[src/sfh_pkg.sv]
// ----------------------------------------------------------------------------
// Symbol frequency histogram package
// Shared sizes, codes and controller/datapath interface types.
// ----------------------------------------------------------------------------
`default_nettype none

package sfh_pkg;

    localparam int SYMBOL_BITS = 16;
    localparam int COUNT_BITS  = 32;
    localparam int TABLE_DEPTH = 1 << SYMBOL_BITS;

    localparam int ASM_BITS    = 16;
    localparam int VALUE_BITS  = 16;
    localparam int OUT_CNT_BITS = 32;
    localparam int DIST_BITS   = 17;
    localparam int CFG_BITS    = 2;
    localparam int ACT_BITS    = 2;

    localparam logic [ACT_BITS-1:0] ACT_DATA  = 2'd0;
    localparam logic [ACT_BITS-1:0] ACT_FLUSH = 2'd1;
    localparam logic [ACT_BITS-1:0] ACT_READ  = 2'd2;

    localparam logic [CFG_BITS-1:0] BPS_ONE = 2'd1;
    localparam logic [CFG_BITS-1:0] BPS_TWO = 2'd2;

    localparam logic KIND_UPDATE = 1'b0;
    localparam logic KIND_READ   = 1'b1;

    typedef enum logic [1:0] {
        OP_NONE,
        OP_COUNT,
        OP_READ
    } op_t;

    typedef struct packed {
        logic clear_en;
        logic accept;
        logic update_en;
    } ctrl_cmd_t;

    typedef struct packed {
        logic clear_last;
        logic op_none;
    } dp_status_t;

endpackage

`default_nettype wire

[src/sfh_ctrl.sv]
// ----------------------------------------------------------------------------
// Symbol frequency histogram controller
// Sequences the table clear after reset and the lookup and update of each word.
// ----------------------------------------------------------------------------
`default_nettype none

module sfh_ctrl (
    input  wire logic               clk,
    input  wire logic               rst_n,
    input  wire logic               start,
    input  wire sfh_pkg::dp_status_t status,
    output sfh_pkg::ctrl_cmd_t      cmd,
    output logic                    busy
);
    import sfh_pkg::*;

    typedef enum logic [1:0] {
        ST_CLEAR,
        ST_IDLE,
        ST_LOOKUP,
        ST_UPDATE
    } state_t;

    state_t state_reg;
    state_t state_next;

    always_comb
    begin
        state_next = state_reg;
        unique case (state_reg)
            ST_CLEAR:
            begin
                if (status.clear_last)
                begin
                    state_next = ST_IDLE;
                end
            end
            ST_IDLE:
            begin
                if (start)
                begin
                    state_next = ST_LOOKUP;
                end
            end
            ST_LOOKUP:
            begin
                // Items that produce nothing skip the update state.
                state_next = status.op_none ? ST_IDLE : ST_UPDATE;
            end
            ST_UPDATE:
            begin
                state_next = ST_IDLE;
            end
            default:
            begin
                state_next = ST_IDLE;
            end
        endcase
    end

    always_ff @(posedge clk or negedge rst_n)
    begin
        if (!rst_n)
        begin
            state_reg <= ST_CLEAR;
        end
        else
        begin
            state_reg <= state_next;
        end
    end

    assign busy          = (state_reg != ST_IDLE);
    assign cmd.clear_en  = (state_reg == ST_CLEAR);
    assign cmd.accept    = (state_reg == ST_IDLE) && start;
    assign cmd.update_en = (state_reg == ST_UPDATE);

endmodule

`default_nettype wire

[config.mk]
export PLATFORM = sky130hd
export DESIGN_NAME = sfh_ctrl
export DESIGN_NICKNAME = d
export VERILOG_FILES = /design/src/sfh_pkg.sv /design/src/sfh_ctrl.sv
export SDC_FILE = /design/constraint.sdc
export NUM_CORES = 1
export LEC_CHECK = 0
export BUFFER_PORTS_ARGS = -buffer_cell sky130_fd_sc_hd__buf_2
export CAP_MARGIN = 20
export CELL_PAD_IN_SITES_DETAIL_PLACEMENT = 1
export CELL_PAD_IN_SITES_GLOBAL_PLACEMENT = 1
export CORE_AREA = 5 5 42 44
export CTS_CLUSTER_DIAMETER = 150
export DETAILED_ROUTE_END_ITERATION = 16
export DIE_AREA = 0 0 47 49
export PLACE_DENSITY = 0.47
export SKIP_LAST_GASP = 1
export SLEW_MARGIN = 5
export SYNTH_ARGS = -nofsm -noshare
export SYNTH_HDL_FRONTEND = slang
export SYNTH_SLANG_ARGS = --single-unit
[constraint.sdc]
create_clock -name clk -period 2.8 [get_ports clk]
set_clock_uncertainty 0.05 [all_clocks]
set_input_delay 0.56 -clock clk [delete_from_list [all_inputs] [get_ports clk]]
set_output_delay 0.56 -clock clk [all_outputs]
set_load 0.005 [all_outputs]
After elaboration in Yosys (flattened, before gate mapping)
Cells that the tools add are included.
Widths: inputs -> output; s select.
{"block": "word_totals", "register_bits": 2, "input_bits": 5, "output_inout_bits": 4, "elab_cells": 14}
{"block": "classes", "n_eq_ne": 6, "mux": 4, "reduce_logical": 3}
{"cell": "$pmux 2 s4", "count": 1}
{"cell": "$mux 2", "count": 3}
{"cell": "$eq 2x2->1 const B", "count": 2}
{"cell": "$ne 2x2->1 const B", "count": 2}
{"cell": "$eq 2x1->1 const B", "count": 1}
{"cell": "$logic_not 2->1", "count": 1}
{"cell": "$ne 2x1->1 const B", "count": 1}
{"cell": "$reduce_and 2->1", "count": 1}
{"cell": "$logic_and 1x1->1", "count": 1}

Depth between registers and ports, before layout
{"block": "depth", "ltp_word": 3, "mapped_depth": 5, "ltp_nobuf": 5}

Least setup slack after synthesis
No wires, ideal clock.
{"block": "synth_timing", "kind": "register -> output", "start": "register state_reg[1]", "end": "output cmd[1] in the netlist's numbering", "arrival_time_ps": 849, "t_required_ps": 2190, "setup_slack_ps": 1341, "path_stages_with_launch": 5, "n_path_buf": 0, "cell_sequence": "dfrtp_1 -> inv_1 -> ha_1 -> inv_1 -> nor2_1"}
{"element": "start: declaration", "line_no": "sfh_ctrl.sv:24", "source": "state_t state_reg;"}
{"element": "start signal: assignment", "line_no": "sfh_ctrl.sv:69", "source": "state_reg <= state_next;"}
{"element": "end: declaration", "line_no": "sfh_ctrl.sv:12", "source": "output sfh_pkg::ctrl_cmd_t cmd,"}

==> flow_summary_export.csv <==
group,metric,value,unit
place,gp_congestion,0.591,
timing,worstMarginPinSlew,0.133,ns
power_and_ir_drop,power_frac_seq,22.9,%
worst_setup_path,reg2regPathDepth,5,
timing,drv_slew,0,
power_and_ir_drop,p_int,0.151,mW
cts,clk_path_buf_depth,2,
place,post-dp-hpwl,343,µm
worst_setup_path,end_kind,"output pin",
power_and_ir_drop,clkPwrFrac,25.7,%
worst_setup_path,crit_arrival,1.21,ns
timing,hold_viol,0,
worst_setup_path,crit_fanout,4,
worst_setup_path,critical_path_class,"reg -> out",
final_layout,fillers,172,
synthesis,synthCells,18,
synthesis,syn_nets,27,
timing,hold_ws,0.0692,ns
synthesis,seq_area_frac_synth,29.0,%
synthesis,ys_warn_count,0,
power_and_ir_drop,power.total,0.241,mW
timing,period_minus_slack,1.82,ns
global_routing,grtUsageTotal,4.72,%
worst_setup_path,critPathBufInv,3,
global_routing,antenna_found_initial,0,
routing,routedWlPerCell,8.82,µm
cts,clk_pin_slew,0.03,ns
place,port_buffers,8,
global_routing,grt_pass1_wl,696,µm
routing,dr_total_vias,159,
synthesis,ys_types,9,
cts,cts.sinks,2,
power_and_ir_drop,ir_drop,0.346,mV
power_and_ir_drop,combPwrFrac,51.4,%
worst_setup_path,critical-path-top-delay-family,"flip-flops",
job,drv_cap,0,
final_layout,drive_gt1_share,44.8,%
cts,cts_setup_buffers,0,
routing,dr.pass1.iters,2,
floorplan,pin_count,9,
timing,maxSlewHeadroom,90.9,%
final_layout,antenna_cells,0,
floorplan,core_area,0.00140,mm²
cts,cts_tree,"built",
final_layout,syn2layout_area_growth,47.8,%
timing,timing.final.crit_share,64.9,%
cts,cts_made_buffers,3,
final_layout,largest_reg_flops,2,
power_and_ir_drop,switching_share,37.6,%
timing,finalSetupTns,0,ns
timing,fmax,550,MHz
global_routing,overflow,0,
floorplan,dieArea,0.00230,mm²
synthesis,synth_seq_cells,2,
floorplan,die_h,49,µm
cts,ctsHtreeMaxLevel,1,
timing,grt_setup_unrepaired,"no",
routing,drc,0,
final_layout,final_cell_mix,"buf_2 (8), inv_1 (4), ha_1 (4)",
power_and_ir_drop,p_per_area,946,mW/mm²
worst_setup_path,rr_endpoint,"state_reg[1]$_DFFE_PN0P_",
worst_setup_path,path_common_cell,"inv_1",
synthesis,synth_area,173,µm²
cts,hold_buffers,0,
worst_setup_path,max_stage_delay,0.38,ns
routing,viasPerCell,3.53,
floorplan,start_util,12.3,%
outcome,outcome,"completed",
routing,dr.first_iter.drc_count,1,
place,pre_cts_ws,1.21,ns
worst_setup_path,r2r_slack,1.54,ns
cts,clock_latency,0.22,ns
routing,drt_wl_total,397,µm
global_routing,grt_max_degree,5,
power_and_ir_drop,power_leakage,0.145,nW
worst_setup_path,crit_slowest_cell,"dfrtp_1",
min_path,hold_path_class,"in -> async",
floorplan,die_x,47,µm
final_layout,nets,40,
synthesis,avgSynthCellArea,9.59,µm²
timing,setup_slack,0.983,ns
cts,cts_resized,0,
worst_setup_path,r2r-start,"state_reg[0]$_DFFE_PN0P_",
floorplan,rows,14,
worst_setup_path,start_kind,"register",
routing,final_antenna_net_count,0,
worst_setup_path,crit_chain,"inv_1, ha_1, inv_1, nor2_1, buf_2",
worst_setup_path,cp.required,2.19,ns
global_routing,first_global_vias,165,
cts,root_buffer,"clkbuf_4",
timing,finalSetupViolCount,0,
final_layout,mostFrequentLayoutCell,"buf_2",
power_and_ir_drop,p_sw,0.0908,mW
[layer usage]
metal / global-route usage, % / wire [µm]
met1: 5.27 / 195
met2: 4.52 / 121
met3: 5.17 / 71
met4: 4.15 / 7
met5: 0 / 0
[worst register-to-register path, cell delays in order, from the launching register on]
cell and delay (ns):
dfrtp_1 0.39, inv_1 0.08, ha_1 0.21, nor2b_4 0.14
a21oi_2 0.11, mux2i_1 0.20
[worst max-delay path by stage]
stage / cells past startpoint / from / slack [ns] / to
after floorplan: 4 / state_reg[1]$_DFFE_PN0P_ / 1.34 / cmd[1]
after global placement: 5 / state_reg[1]$_DFFE_PN0P_ / 1.23 / cmd[1]
after detailed placement: 5 / state_reg[1]$_DFFE_PN0P_ / 1.21 / cmd[1]
after CTS: 5 / state_reg[1]$_DFFE_PN0P_ / 0.96 / cmd[1]
after global routing: 5 / state_reg[1]$_DFFE_PN0P_ / 0.88 / cmd[1]
final: 5 / state_reg[1]$_DFFE_PN0P_ / 0.98 / cmd[1]
[synth_stat cells, drive strengths merged]
library cell | number | share of area, %
a21oi | 1 | 5.1
dfrtp | 2 | 29
inv | 4 | 8.7
nor2 | 1 | 2.2
nor2b | 2 | 12
ha | 4 | 29
mux2i | 1 | 5.8
o21ai | 3 | 8.7
[final cells by class]
| cell class | instances | area, µm² | share of cell area (%) |
|---|---|---|---|
| multi-input cells | 12 | 108 | 42.2 |
| repair buffers | 8 | 40.0 | 15.7 |
| clock buffers | 3 | 22.5 | 8.82 |
| well taps | 16 | 20.0 | 7.84 |
| flip-flops and latches | 2 | 50.0 | 19.6 |
| inverters | 4 | 15.0 | 5.88 |
[kinds of logic after synthesis]
logic type | after synthesis | synth area share (%)
buf+inv | 4 | 8.69
compound gates | 4 | 13.8
simple gates | 3 | 13.8
flops | 2 | 29.0
mux | 1 | 5.80
fa+ha+maj | 4 | 29.0
[power groups by stage]
| stage | Clock [mW] | Combinational [mW] | Sequential, mW |
|---|---|---|---|
| 4_1_cts | 0.0649 | 0.128 | 0.0557 |
| 5_1_grt | 0.0730 | 0.142 | 0.0580 |
| 6_report | 0.0621 | 0.124 | 0.0552 |
| 3_5_place_dp | 0 | 0.128 | 0.0557 |
| 3_3_place_gp | 0 | 0.124 | 0.0549 |
| 2_1_floorplan | 0 | 0.0830 | 0.0524 |
[per-stage QoR]
stage,utilization (%),cells,instance area (µm²)
finish,18.2,45,255
global route,18.2,45,255
CTS,18.2,45,255
detailed placement,16.6,42,233
global placement,16.6,42,233
floorplan,-,18,173
(Power assumes the default switching activity.)
